===== src/hw/rtl/dtcf_pkg.sv =====
// ----------------------------------------------------------------------------
// dtcf_pkg: shared definitions of the tail cancellation filter
// Widths, fixed coefficient bits, register indexes and the structs that
// pass between the configuration bank, the controller and the datapath.
// ----------------------------------------------------------------------------
package dtcf_pkg;

    // Sample and coefficient formats.
    localparam int SAMPLE_BITS    = 12;
    localparam int COEF_FRAC_BITS = 11;
    localparam int COEF_BITS      = 11;
    localparam int PROD_BITS      = COEF_BITS + SAMPLE_BITS;

    localparam logic [SAMPLE_BITS-1:0] SAMPLE_MAX = {SAMPLE_BITS{1'b1}};

    // Fixed high bits of the coefficients.
    localparam logic [COEF_BITS-1:0] LAM_L_FIXED   = 11'h600;
    localparam logic [COEF_BITS-1:0] LAM_S_FIXED   = 11'h200;
    localparam logic [COEF_BITS-1:0] ALPHA_S_FIXED = 11'h400;

    // Configuration port.
    localparam int CFG_IDX_BITS  = 3;
    localparam int CFG_DATA_BITS = 12;

    localparam logic [CFG_IDX_BITS-1:0] CFG_ALPHA_LONG   = 3'd0;
    localparam logic [CFG_IDX_BITS-1:0] CFG_ALPHA_SHORT  = 3'd1;
    localparam logic [CFG_IDX_BITS-1:0] CFG_LAMBDA_LONG  = 3'd2;
    localparam logic [CFG_IDX_BITS-1:0] CFG_LAMBDA_SHORT = 3'd3;
    localparam logic [CFG_IDX_BITS-1:0] CFG_USE_SHORT    = 3'd4;
    localparam logic [CFG_IDX_BITS-1:0] CFG_INIT_LONG    = 3'd5;
    localparam logic [CFG_IDX_BITS-1:0] CFG_INIT_SHORT   = 3'd6;

    // Contents of the configuration bank.
    typedef struct packed {
        logic [9:0]             alpha_long;
        logic [9:0]             alpha_short_param;
        logic [8:0]             lambda_long_param;
        logic [8:0]             lambda_short_param;
        logic                   use_short;
        logic [SAMPLE_BITS-1:0] init_rem_long;
        logic [SAMPLE_BITS-1:0] init_rem_short;
    } cfg_t;

    // Commands from the controller to the datapath.
    typedef struct packed {
        logic load_in;   // capture the incoming sample
        logic calc_h;    // correction, output and first multiply
        logic finish;    // decay multiply, update remainders, load result
    } ctrl_cmd_t;

endpackage


===== src/hw/rtl/dtcf_cfg_regs.sv =====
// ----------------------------------------------------------------------------
// dtcf_cfg_regs: configuration register bank
// Holds the coefficient and starting remainder registers written through
// the plain write port. Writes to unused indexes are ignored.
// ----------------------------------------------------------------------------
module dtcf_cfg_regs (
    input  logic                               aclk,
    input  logic                               aresetn,
    input  logic                               cfg_wr_en,
    input  logic [dtcf_pkg::CFG_IDX_BITS-1:0]  cfg_index,
    input  logic [dtcf_pkg::CFG_DATA_BITS-1:0] cfg_wdata,
    output dtcf_pkg::cfg_t                     cfg
);
    import dtcf_pkg::*;

    cfg_t cfg_reg;
    cfg_t cfg_next;

    // Decode the register index and update the addressed field.
    always_comb begin
        cfg_next = cfg_reg;
        if (cfg_wr_en) begin
            case (cfg_index)
                CFG_ALPHA_LONG:   cfg_next.alpha_long         = cfg_wdata[9:0];
                CFG_ALPHA_SHORT:  cfg_next.alpha_short_param  = cfg_wdata[9:0];
                CFG_LAMBDA_LONG:  cfg_next.lambda_long_param  = cfg_wdata[8:0];
                CFG_LAMBDA_SHORT: cfg_next.lambda_short_param = cfg_wdata[8:0];
                CFG_USE_SHORT:    cfg_next.use_short          = cfg_wdata[0];
                CFG_INIT_LONG:    cfg_next.init_rem_long      = cfg_wdata[SAMPLE_BITS-1:0];
                CFG_INIT_SHORT:   cfg_next.init_rem_short     = cfg_wdata[SAMPLE_BITS-1:0];
                default:          cfg_next = cfg_reg;
            endcase
        end
    end

    // All registers reset to zero.
    always_ff @(posedge aclk) begin
        if (!aresetn) begin
            cfg_reg <= '0;
        end else begin
            cfg_reg <= cfg_next;
        end
    end

    assign cfg = cfg_reg;

endmodule


===== src/hw/rtl/dtcf_ctrl.sv =====
// ----------------------------------------------------------------------------
// dtcf_ctrl: sequencing controller
// Steps each sample through the two multiply stages and owns the valid
// flag of the result register.
// ----------------------------------------------------------------------------
module dtcf_ctrl (
    input  logic                aclk,
    input  logic                aresetn,
    input  logic                s_valid,
    output logic                s_ready,
    output logic                m_valid,
    input  logic                m_ready,
    output dtcf_pkg::ctrl_cmd_t cmd
);
    import dtcf_pkg::*;

    typedef enum logic [2:0] {
        ST_IDLE = 3'b001,
        ST_MUL1 = 3'b010,
        ST_MUL2 = 3'b100
    } state_t;

    state_t state_reg;
    state_t state_next;
    logic   m_valid_reg;
    logic   m_valid_next;
    logic   out_free;
    logic   in_xfer;

    // The result register can take a new value when empty or being emptied.
    assign out_free = !m_valid_reg || m_ready;
    assign s_ready  = (state_reg == ST_IDLE) || ((state_reg == ST_MUL2) && out_free);
    assign in_xfer  = s_valid && s_ready;

    // Commands to the datapath.
    always_comb begin
        cmd.load_in = in_xfer;
        cmd.calc_h  = (state_reg == ST_MUL1);
        cmd.finish  = (state_reg == ST_MUL2) && out_free;
    end

    // Next state; a new sample may enter while the previous one finishes.
    always_comb begin
        state_next = state_reg;
        case (state_reg)
            ST_IDLE: begin
                if (in_xfer) state_next = ST_MUL1;
            end
            ST_MUL1: begin
                state_next = ST_MUL2;
            end
            ST_MUL2: begin
                if (out_free) state_next = in_xfer ? ST_MUL1 : ST_IDLE;
            end
            default: state_next = ST_IDLE;
        endcase
    end

    // Result valid flag.
    always_comb begin
        m_valid_next = m_valid_reg;
        if (cmd.finish) begin
            m_valid_next = 1'b1;
        end else if (m_ready) begin
            m_valid_next = 1'b0;
        end
    end

    always_ff @(posedge aclk) begin
        if (!aresetn) begin
            state_reg   <= ST_IDLE;
            m_valid_reg <= 1'b0;
        end else begin
            state_reg   <= state_next;
            m_valid_reg <= m_valid_next;
        end
    end

    assign m_valid = m_valid_reg;

endmodule


===== src/hw/rtl/dtcf_datapath.sv =====
// ----------------------------------------------------------------------------
// dtcf_datapath: filter arithmetic
// Forms the correction and the filtered sample, then updates both
// remainders with the alpha multiply followed by the lambda multiply.
// ----------------------------------------------------------------------------
module dtcf_datapath (
    input  logic                             aclk,
    input  logic                             aresetn,
    input  dtcf_pkg::cfg_t                   cfg,
    input  dtcf_pkg::ctrl_cmd_t              cmd,
    input  logic [dtcf_pkg::SAMPLE_BITS-1:0] s_sample,
    input  logic                             s_first_sample,
    output logic [dtcf_pkg::SAMPLE_BITS-1:0] m_filtered
);
    import dtcf_pkg::*;

    logic [SAMPLE_BITS-1:0] smp_reg;
    logic                   first_reg;
    logic [SAMPLE_BITS-1:0] res_reg;
    logic [SAMPLE_BITS-1:0] res_next;
    logic [SAMPLE_BITS-1:0] hl_reg;
    logic [SAMPLE_BITS-1:0] hl_next;
    logic [SAMPLE_BITS-1:0] hs_reg;
    logic [SAMPLE_BITS-1:0] hs_next;
    logic [SAMPLE_BITS-1:0] rem_long_reg;
    logic [SAMPLE_BITS-1:0] rem_long_next;
    logic [SAMPLE_BITS-1:0] rem_short_reg;
    logic [SAMPLE_BITS-1:0] rem_short_next;
    logic [SAMPLE_BITS-1:0] filt_reg;

    logic [SAMPLE_BITS-1:0] rem_l_eff;
    logic [SAMPLE_BITS-1:0] rem_s_eff;
    logic [SAMPLE_BITS:0]   corr_sum;
    logic [SAMPLE_BITS-1:0] corr;
    logic [COEF_BITS-1:0]   al_l;
    logic [COEF_BITS-1:0]   al_s;
    logic [COEF_BITS-1:0]   lam_l;
    logic [COEF_BITS-1:0]   lam_s;
    logic [PROD_BITS-1:0]   prod_al;
    logic [PROD_BITS-1:0]   prod_as;
    logic [PROD_BITS-1:0]   prod_ll;
    logic [PROD_BITS-1:0]   prod_ls;
    logic [SAMPLE_BITS:0]   hl_sum;
    logic [SAMPLE_BITS:0]   hs_sum;

    // Coefficients with their fixed high bits.
    assign al_l  = {1'b0, cfg.alpha_long};
    assign al_s  = cfg.use_short ? (ALPHA_S_FIXED | {1'b0, cfg.alpha_short_param})
                                 : '0;
    assign lam_l = LAM_L_FIXED | {2'b00, cfg.lambda_long_param};
    assign lam_s = LAM_S_FIXED | {2'b00, cfg.lambda_short_param};

    // First stage: a first sample restarts both remainders from software values.
    assign rem_l_eff = first_reg ? cfg.init_rem_long  : rem_long_reg;
    assign rem_s_eff = first_reg ? cfg.init_rem_short : rem_short_reg;

    // Correction is the saturated sum of the remainders; the output is clamped at zero.
    assign corr_sum = {1'b0, rem_l_eff} + {1'b0, rem_s_eff};
    assign corr     = corr_sum[SAMPLE_BITS] ? SAMPLE_MAX : corr_sum[SAMPLE_BITS-1:0];
    assign res_next = (smp_reg > corr) ? (smp_reg - corr) : '0;

    // Each remainder absorbs alpha times the output, saturated.
    assign prod_al = PROD_BITS'(al_l) * PROD_BITS'(res_next);
    assign prod_as = PROD_BITS'(al_s) * PROD_BITS'(res_next);
    assign hl_sum  = {1'b0, rem_l_eff} + {1'b0, prod_al[PROD_BITS-1:COEF_FRAC_BITS]};
    assign hs_sum  = {1'b0, rem_s_eff} + {1'b0, prod_as[PROD_BITS-1:COEF_FRAC_BITS]};
    assign hl_next = hl_sum[SAMPLE_BITS] ? SAMPLE_MAX : hl_sum[SAMPLE_BITS-1:0];
    assign hs_next = hs_sum[SAMPLE_BITS] ? SAMPLE_MAX : hs_sum[SAMPLE_BITS-1:0];

    // Second stage: decay by lambda. The scaled product stays within the sample range.
    assign prod_ll        = PROD_BITS'(lam_l) * PROD_BITS'(hl_reg);
    assign prod_ls        = PROD_BITS'(lam_s) * PROD_BITS'(hs_reg);
    assign rem_long_next  = prod_ll[PROD_BITS-1:COEF_FRAC_BITS];
    assign rem_short_next = prod_ls[PROD_BITS-1:COEF_FRAC_BITS];

    // Filter state: the remainders reset to zero.
    always_ff @(posedge aclk) begin
        if (!aresetn) begin
            rem_long_reg  <= '0;
            rem_short_reg <= '0;
        end else if (cmd.finish) begin
            rem_long_reg  <= rem_long_next;
            rem_short_reg <= rem_short_next;
        end
    end

    // Payload registers of the sample, intermediate and result.
    always_ff @(posedge aclk) begin
        if (cmd.load_in) begin
            smp_reg   <= s_sample;
            first_reg <= s_first_sample;
        end
        if (cmd.calc_h) begin
            res_reg <= res_next;
            hl_reg  <= hl_next;
            hs_reg  <= hs_next;
        end
        if (cmd.finish) begin
            filt_reg <= res_reg;
        end
    end

    assign m_filtered = filt_reg;

endmodule


===== src/hw/rtl/digital_tail_cancellation_filter_core.sv =====
// ----------------------------------------------------------------------------
// digital_tail_cancellation_filter_core: two-exponential tail cancellation
// The sample is registered, passes the first multiply stage, then the second,
// which loads the result register; each remainder update takes the alpha and
// lambda multiplies in turn. A new sample may enter while the last finishes.
// A result waiting in the output register stalls the second multiply stage.
// Reset (aresetn low, synchronous) clears config, state and both remainders.
// ----------------------------------------------------------------------------
module digital_tail_cancellation_filter_core (
    input  logic                               aclk,
    input  logic                               aresetn,
    input  logic                               cfg_wr_en,
    input  logic [dtcf_pkg::CFG_IDX_BITS-1:0]  cfg_index,
    input  logic [dtcf_pkg::CFG_DATA_BITS-1:0] cfg_wdata,
    input  logic                               s_valid,
    output logic                               s_ready,
    input  logic [dtcf_pkg::SAMPLE_BITS-1:0]   s_sample,
    input  logic                               s_first_sample,
    output logic                               m_valid,
    input  logic                               m_ready,
    output logic [dtcf_pkg::SAMPLE_BITS-1:0]   m_filtered
);
    import dtcf_pkg::*;

    cfg_t      cfg;
    ctrl_cmd_t cmd;

    // Configuration bank.
    dtcf_cfg_regs u_cfg (
        .aclk      (aclk),
        .aresetn   (aresetn),
        .cfg_wr_en (cfg_wr_en),
        .cfg_index (cfg_index),
        .cfg_wdata (cfg_wdata),
        .cfg       (cfg)
    );

    // Sequencing controller.
    dtcf_ctrl u_ctrl (
        .aclk    (aclk),
        .aresetn (aresetn),
        .s_valid (s_valid),
        .s_ready (s_ready),
        .m_valid (m_valid),
        .m_ready (m_ready),
        .cmd     (cmd)
    );

    // Filter datapath.
    dtcf_datapath u_dp (
        .aclk           (aclk),
        .aresetn        (aresetn),
        .cfg            (cfg),
        .cmd            (cmd),
        .s_sample       (s_sample),
        .s_first_sample (s_first_sample),
        .m_filtered     (m_filtered)
    );

endmodule


===== config.mk =====
export PLATFORM = sky130hd
export DESIGN_NAME = digital_tail_cancellation_filter_core
export DESIGN_NICKNAME = d
export VERILOG_FILES = /design/src/hw/rtl/dtcf_pkg.sv /design/src/hw/rtl/dtcf_cfg_regs.sv /design/src/hw/rtl/dtcf_ctrl.sv /design/src/hw/rtl/dtcf_datapath.sv /design/src/hw/rtl/digital_tail_cancellation_filter_core.sv
export SDC_FILE = /design/constraint.sdc
export NUM_CORES = 1
export LEC_CHECK = 0
export BUFFER_PORTS_ARGS = -buffer_cell sky130_fd_sc_hd__buf_4
export CAP_MARGIN = 25
export CELL_PAD_IN_SITES_DETAIL_PLACEMENT = 1
export CELL_PAD_IN_SITES_GLOBAL_PLACEMENT = 2
export CORE_ASPECT_RATIO = 0.6
export CORE_MARGIN = 8
export CORE_UTILIZATION = 43
export CTS_BUF_LIST = sky130_fd_sc_hd__clkbuf_8
export CTS_CLUSTER_SIZE = 40
export DETAILED_ROUTE_END_ITERATION = 12
export GPL_TIMING_DRIVEN = 0
export PLACE_DENSITY = 0.85
export SETUP_SLACK_MARGIN = 0.3
export SLEW_MARGIN = 5
export SYNTH_ARGS = -nofsm -noshare
export SYNTH_HDL_FRONTEND = slang
export SYNTH_SLANG_ARGS = --single-unit

===== constraint.sdc =====
create_clock -name aclk -period 15.6 [get_ports aclk]
set_input_delay 3.12 -clock aclk [delete_from_list [all_inputs] [get_ports aclk]]
set_output_delay 3.12 -clock aclk [all_outputs]
set_load 0.005 [all_outputs]

==> flow_summary.yaml, run 1 <==
place:
  globalplace.congestion: 1.00
  place_ws_ps: -436
  buffer_ports.inserted: 44
  dpl.hpwl_mm: 62.8
setup_path:
  end_kind: "flop"
  critPathCapture: "u_dp.hl_reg[2]$_SDFFCE_PP1P_"
  crit_path_max_incr_delay_ps: 850
  regToRegSetupSlack_ps: 1020
  r2r_start: "u_dp.first_reg$_DFFE_PP_"
  critical_path.n_buffers_inverters: 9
  cp_startpoint: "u_dp.first_reg$_DFFE_PP_"
  crit_top_cell: "fa_1"
  start_kind: "flop"
  reg2reg_to: "u_dp.hl_reg[2]$_SDFFCE_PP1P_"
  crit_cells: 51
  ff2ff_path_depth: 51
  worst_path_dominant_cell_family: "compound AO/OA/AOI/OAI gates"
  cpMaxStageDelayCell: "nor3_2"
  critical_path_arrival_ps: 14780
  critPathRequiredTime_ps: 15810
  critical_path_fanouts_max: 10
  path_class: "flop to flop"
sta:
  worst_slew_margin_rel: 0.313
  timing.hold.ws_ps: 433
  setup_viol: 0
  final_hold_viol_count: 0
  final_min_period_over_clock_period: 0.934
  drv_slew: 0
  fin_skew_ps: 32.7
  post-route-worst-setup-slack_ps: 1020
  maxClockFrequency_ghz: 0.0686
  post-route-min-period_ps: 14580
  worst_pin_slew_ps: 1020
  rsz0062_at_grt: "true"
synth:
  postSynth.topFlopCell: "dfxtp_1"
  syn_area_per_cell_sq_um: 9.13
  synth_top_cells_by_area: "fa_1 29%, ha_1 15%, edfxtp_1 8.0%"
  synth-seq-cells: 151
  post_synth_edffs: 61
  synth_commonest_cells: "407 x inv_1, 380 x nand2_1, 333 x fa_1"
  synthesis.instances: 2502
  yosys.area.top_type: "fa_1"
  synthesis.yosys.warnings: 0
  synthDominantCellAreaShare: 0.292
  synthesis.area_sq_um: 22800
  seq_area_frac_synth: 0.159
  cell_variety_after_synth: 70
  async_flop_share: 0
  synth_fp_nets: 3145
  yosys.cell_count.top_type: "inv_1"
min_path:
  worstHoldPathType: "flop to flop"
drt:
  post_drt_wl_per_cell_um: 22.9
  route.vias.total: 17900
  drt_first_iter_violations: 1202
  drt_pass1_iterations: 5
  detail-route-antenna-nets: 0
  drc: 0
  wirelength_mm: 75.4
  route.detailed.vias_per_inst: 5.45
clock_tree:
  cts_root_buf: "clkbuf_8"
  cts_tree: "built"
  worstSkewPairLatency_ps: 510
  cts_inserted_buffers: 17
  clkSinkCount: 151
  h-tree-depth: 4
  clockBufferDepth: 2
  clk_pin_slew_ps: 120
floorplanning:
  initial_utilization: 0.435
  core_area_sq_um: 52500
  ioPinCount: 47
  die_area_sq_um: 61000
  die_height_um: 194
  die_x_extent_um: 313
  fp-row-count: 65
run:
  maxCapViolCount: 0
global_routing:
  initial_antenna_violation_count: 4
  groute.usage.overall: 0.250
  via_count_of_the_first_global_routing_pass: 19800
  grt_remaining_overflow: 0
  grt_first_pass_wirelength_mm: 118
  pin_count_of_the_biggest_net_entering_global_routing: 25
finish:
  largest_register_ffs: 63
  synthToLayoutAreaGrowth_pct: 7.95
  drive_gt1_frac: 0.0588
  n_fill_cell: 6089
  fin_nets: 3217
  final_core_utilization: 0.469
outcome:
  status: "complete, no violations"
power_and_ir_drop:
  cellPowerDensity_nw_per_um2: 42.5
  finalPower_mw: 1.05
  max-vdd-ir-drop_v: 0.0000558
  p_leak_nw: 12.5
## metal layers
| layer | part of all wire | global-route usage | vias up |
|---|---|---|---|
| li1 | - | - | 8138 |
| met1 | 0.50 | 0.378 | 9294 |
| met2 | 0.42 | 0.365 | 461 |
| met3 | 0.074 | 0.0575 | 53 |
| met4 | 0.011 | 0.0412 | 0 |
| met5 | 0 | 0 | - |
## power breakdown
| part | leakage (nW) | internal (mW) | switching, mW |
|---|---|---|---|
| Sequential | 1.30 | 0.419 | 0.00877 |
| Combinational | 11.0 | 0.0926 | 0.189 |
| Clock | 0.216 | 0.153 | 0.183 |
## through the flow
stage	setup TNS, ps	std cells	instance area (sq um)
after floorplan	0	2502	22800
after global placement	-9.99	3249	24000
after detailed placement	-3260	3250	24100
after CTS	0	3282	24500
after global routing	0	3291	24600
final	0	3291	24600
## layout make-up
cell class	count	area (sq um)	share of cell area
plain buffers	106	424	0.0172
repair buffers	53	440	0.0179
well taps	703	880	0.0357
flip-flops and latches	151	3630	0.147
inverters	407	1530	0.0620
diodes	1	2.50	0.000102
clock inverters	13	143	0.00579
clock buffers	19	262	0.0106
multi-input cells	1838	17300	0.703
## cell usage in the layout, fill, tap and decap left out, types with 47 or more instances in the layout
cell type    n
edfxtp_1    61
nand2_1    380
nor2_1      48
o21ai_0     53
and2_1     200
ha_1       277
a21oi_1     59
inv_1      409
a21boi_0    66
buf_4       47
fa_1       333
and3_1      63
dfxtp_1     90
clkbuf_1    87
## kinds of logic after synthesis
kind of cell / Yosys count / share of synthesized area
buffers and inverters: 513 / 0.0852
muxes: 27 / 0.0130
xor gates and xnor gates: 72 / 0.0276
AOI/OAI and AO/OA: 281 / 0.0840
DFF: 151 / 0.159
and+or+nand+nor: 848 / 0.187
adders and majority gates: 610 / 0.444
## worst min path at each step
stage	startpoint	to	slack, ps	cells after the start
3_5_place_dp	u_dp.res_reg[8]$_DFFE_PP_	u_dp.m_filtered[8]$_DFFE_PP_	410	0
2_1_floorplan	u_dp.res_reg[0]$_DFFE_PP_	u_dp.m_filtered[0]$_DFFE_PP_	400	0
3_3_place_gp	u_dp.res_reg[10]$_DFFE_PP_	u_dp.m_filtered[10]$_DFFE_PP_	400	0
4_1_cts	u_dp.res_reg[8]$_DFFE_PP_	u_dp.m_filtered[8]$_DFFE_PP_	440	0
6_report	u_dp.res_reg[8]$_DFFE_PP_	u_dp.m_filtered[8]$_DFFE_PP_	430	0
5_1_grt	u_dp.res_reg[11]$_DFFE_PP_	u_dp.m_filtered[11]$_DFFE_PP_	450	0
## timing repair
item / 4_1_cts / 5_1_grt
resized for setup: 4 / 15
endpoints found under the setup margin: 13 / 23
hold buffers: 0 / 0
hold endpoints to repair: 0 / 0
setup buffers: 0 / 3
pin swaps: 0 / 1
(Power assumes the default switching activity.)
==> run 2: changes to the inputs <==
--- a/config.mk
+++ b/config.mk
@@ -8,10 +8,10 @@
 export BUFFER_PORTS_ARGS = -buffer_cell sky130_fd_sc_hd__buf_4
 export CAP_MARGIN = 25
 export CELL_PAD_IN_SITES_DETAIL_PLACEMENT = 1
-export CELL_PAD_IN_SITES_GLOBAL_PLACEMENT = 2
+export CELL_PAD_IN_SITES_GLOBAL_PLACEMENT = 1
 export CORE_ASPECT_RATIO = 0.6
 export CORE_MARGIN = 8
-export CORE_UTILIZATION = 43
+export CORE_UTILIZATION = 52
 export CTS_BUF_LIST = sky130_fd_sc_hd__clkbuf_8
 export CTS_CLUSTER_SIZE = 40
 export DETAILED_ROUTE_END_ITERATION = 12
==> run 2 against run 1 <==
Compared with the run above: utilization increased by 9.5 points; design area decreased by 0.78%; via count is 2.5% higher; first-iteration DRC count increased by 18%; sequential power hardly changed; clock power up 3%; flip-flop and latch count unchanged; non-clock buffer count decreased by 3; cell count down 3.8%; maximum frequency is 0.64% lower; critical endpoint unchanged; largest power group unchanged.
==> flow_summary.yaml, run 2 (same netlist as run 1, synthesis figures left out) <==
outcome:
  status: "complete, no violations"
clock_tree:
  clkSinkCount: 151
  clockBufferDepth: 2
  worstSkewPairLatency_ps: 520
  cts_root_buf: "clkbuf_8"
  clk_pin_slew_ps: 100
  h-tree-depth: 4
  cts_tree: "built"
  cts_inserted_buffers: 17
setup_path:
  worst_path_dominant_cell_family: "compound AO/OA/AOI/OAI gates"
  start_kind: "flop"
  crit_path_max_incr_delay_ps: 650
  path_class: "flop to flop"
  cpMaxStageDelayCell: "nor2_2"
  r2r_start: "u_dp.first_reg$_DFFE_PP_"
  critical_path_fanouts_max: 10
  critical_path_arrival_ps: 14920
  critPathRequiredTime_ps: 15840
  end_kind: "flop"
  critical_path.n_buffers_inverters: 13
  cp_startpoint: "u_dp.first_reg$_DFFE_PP_"
sta:
  worst_pin_slew_ps: 1080
  fin_skew_ps: 28.4
  final_min_period_over_clock_period: 0.941
  worst_slew_margin_rel: 0.275
  setup_viol: 0
  post-route-min-period_ps: 14670
  rsz0062_at_grt: "false"
  drv_slew: 0
  maxClockFrequency_ghz: 0.0682
  final_hold_viol_count: 0
min_path:
  min_from: "u_dp.res_reg[1]$_DFFE_PP_"
  worstHoldPathType: "flop to flop"
power_and_ir_drop:
  max-vdd-ir-drop_v: 0.0000456
  cellPowerDensity_nw_per_um2: 43.2
  p_leak_nw: 12.5
  finalPower_mw: 1.06
drt:
  wirelength_mm: 74.9
  drt_pass1_iterations: 5
  route.detailed.vias_per_inst: 5.81
  detail-route-antenna-nets: 0
  post_drt_wl_per_cell_um: 23.7
  drt_first_iter_violations: 1421
  route.vias.total: 18400
  drc: 0
floorplanning:
  die_x_extent_um: 287
  die_area_sq_um: 51100
  initial_utilization: 0.527
  die_height_um: 178
  ioPinCount: 47
  core_area_sq_um: 43300
  fp-row-count: 59
finish:
  largest_register_ffs: 63
  fin_nets: 3214
  synthToLayoutAreaGrowth_pct: 7.10
  layout_commonest_cell: "inv_1"
  postLayoutCellArea_sq_um: 24500
  final_core_utilization: 0.564
  final_cell_mix: "407 x inv_1, 380 x nand2_1, 333 x fa_1"
  drive_gt1_frac: 0.0584
  n_fill_cell: 5011
place:
  globalplace.congestion: 1.04
  buffer_ports.inserted: 44
  post_dp_cell_area_sq_um: 23900
  dpl.hpwl_mm: 62.4
global_routing:
  groute.usage.overall: 0.301
  grt_remaining_overflow: 0
  initial_antenna_violation_count: 4
  pin_count_of_the_biggest_net_entering_global_routing: 31
  via_count_of_the_first_global_routing_pass: 20600
  grt_first_pass_wirelength_mm: 117
run:
  maxCapViolCount: 0
## run 2: changes by cell type in the layout (fill, tap and decap cells not counted), sizes merged
cell	previous run	this run
buf	66	64
clkbuf	112	111
diode	1	2
## run 2: area by class of cell
class	count	area, sq um	share of cell area
Sequential cell	151	3630	0.149
Buffer	106	424	0.0173
Clock inverter	13	160	0.00655
Inverter	407	1530	0.0625
Antenna cell	2	5.00	0.000205
Multi-Input combinational cell	1838	17300	0.708
Tap cell	579	724	0.0296
Clock buffer	19	262	0.0107
Timing Repair Buffer	50	400	0.0164
## run 2: layer usage
| layer | track usage | vias up | part of all wire |
|---|---|---|---|
| met5 | 0.0211 | - | 0.0023 |
| met4 | 0.0792 | 6 | 0.020 |
| met3 | 0.108 | 126 | 0.10 |
| met2 | 0.462 | 694 | 0.44 |
| met1 | 0.400 | 9446 | 0.43 |
| li1 | - | 8128 | - |
## run 2: final timing paths
path,end,slack [ps],cells after the start
worst max register to register,u_dp.hl_reg[2]$_SDFFCE_PP1P_,930,55
worst max-delay path,u_dp.hl_reg[2]$_SDFFCE_PP1P_,930,55
worst min-delay path,u_dp.m_filtered[1]$_DFFE_PP_,430,0
worst min register to register,u_dp.m_filtered[1]$_DFFE_PP_,430,0
## run 2: what timing repair did
action                     4_1_cts  5_1_grt
hold buffers                     0        0
setup endpoints to repair       11       24
pin swaps                        0        1
setup buffers                    0        2
gates resized for setup          2       15
## run 2: report_power, final
part	leakage [nW]	internal [mW]	switching (mW)
Combinational	10.9	0.0923	0.189
Clock	0.219	0.156	0.191
Sequential	1.30	0.419	0.00847
## run 2: through the flow
stage	hold WS [ps]	std cells	worst slack, ps	TNS [ps]
floorplan	400	2502	3870	0
global placement	400	3125	318	0
detailed placement	406	3127	-36.5	-44.4
CTS	429	3159	365	0
global route	448	3164	300	0
finish	428	3165	928	0
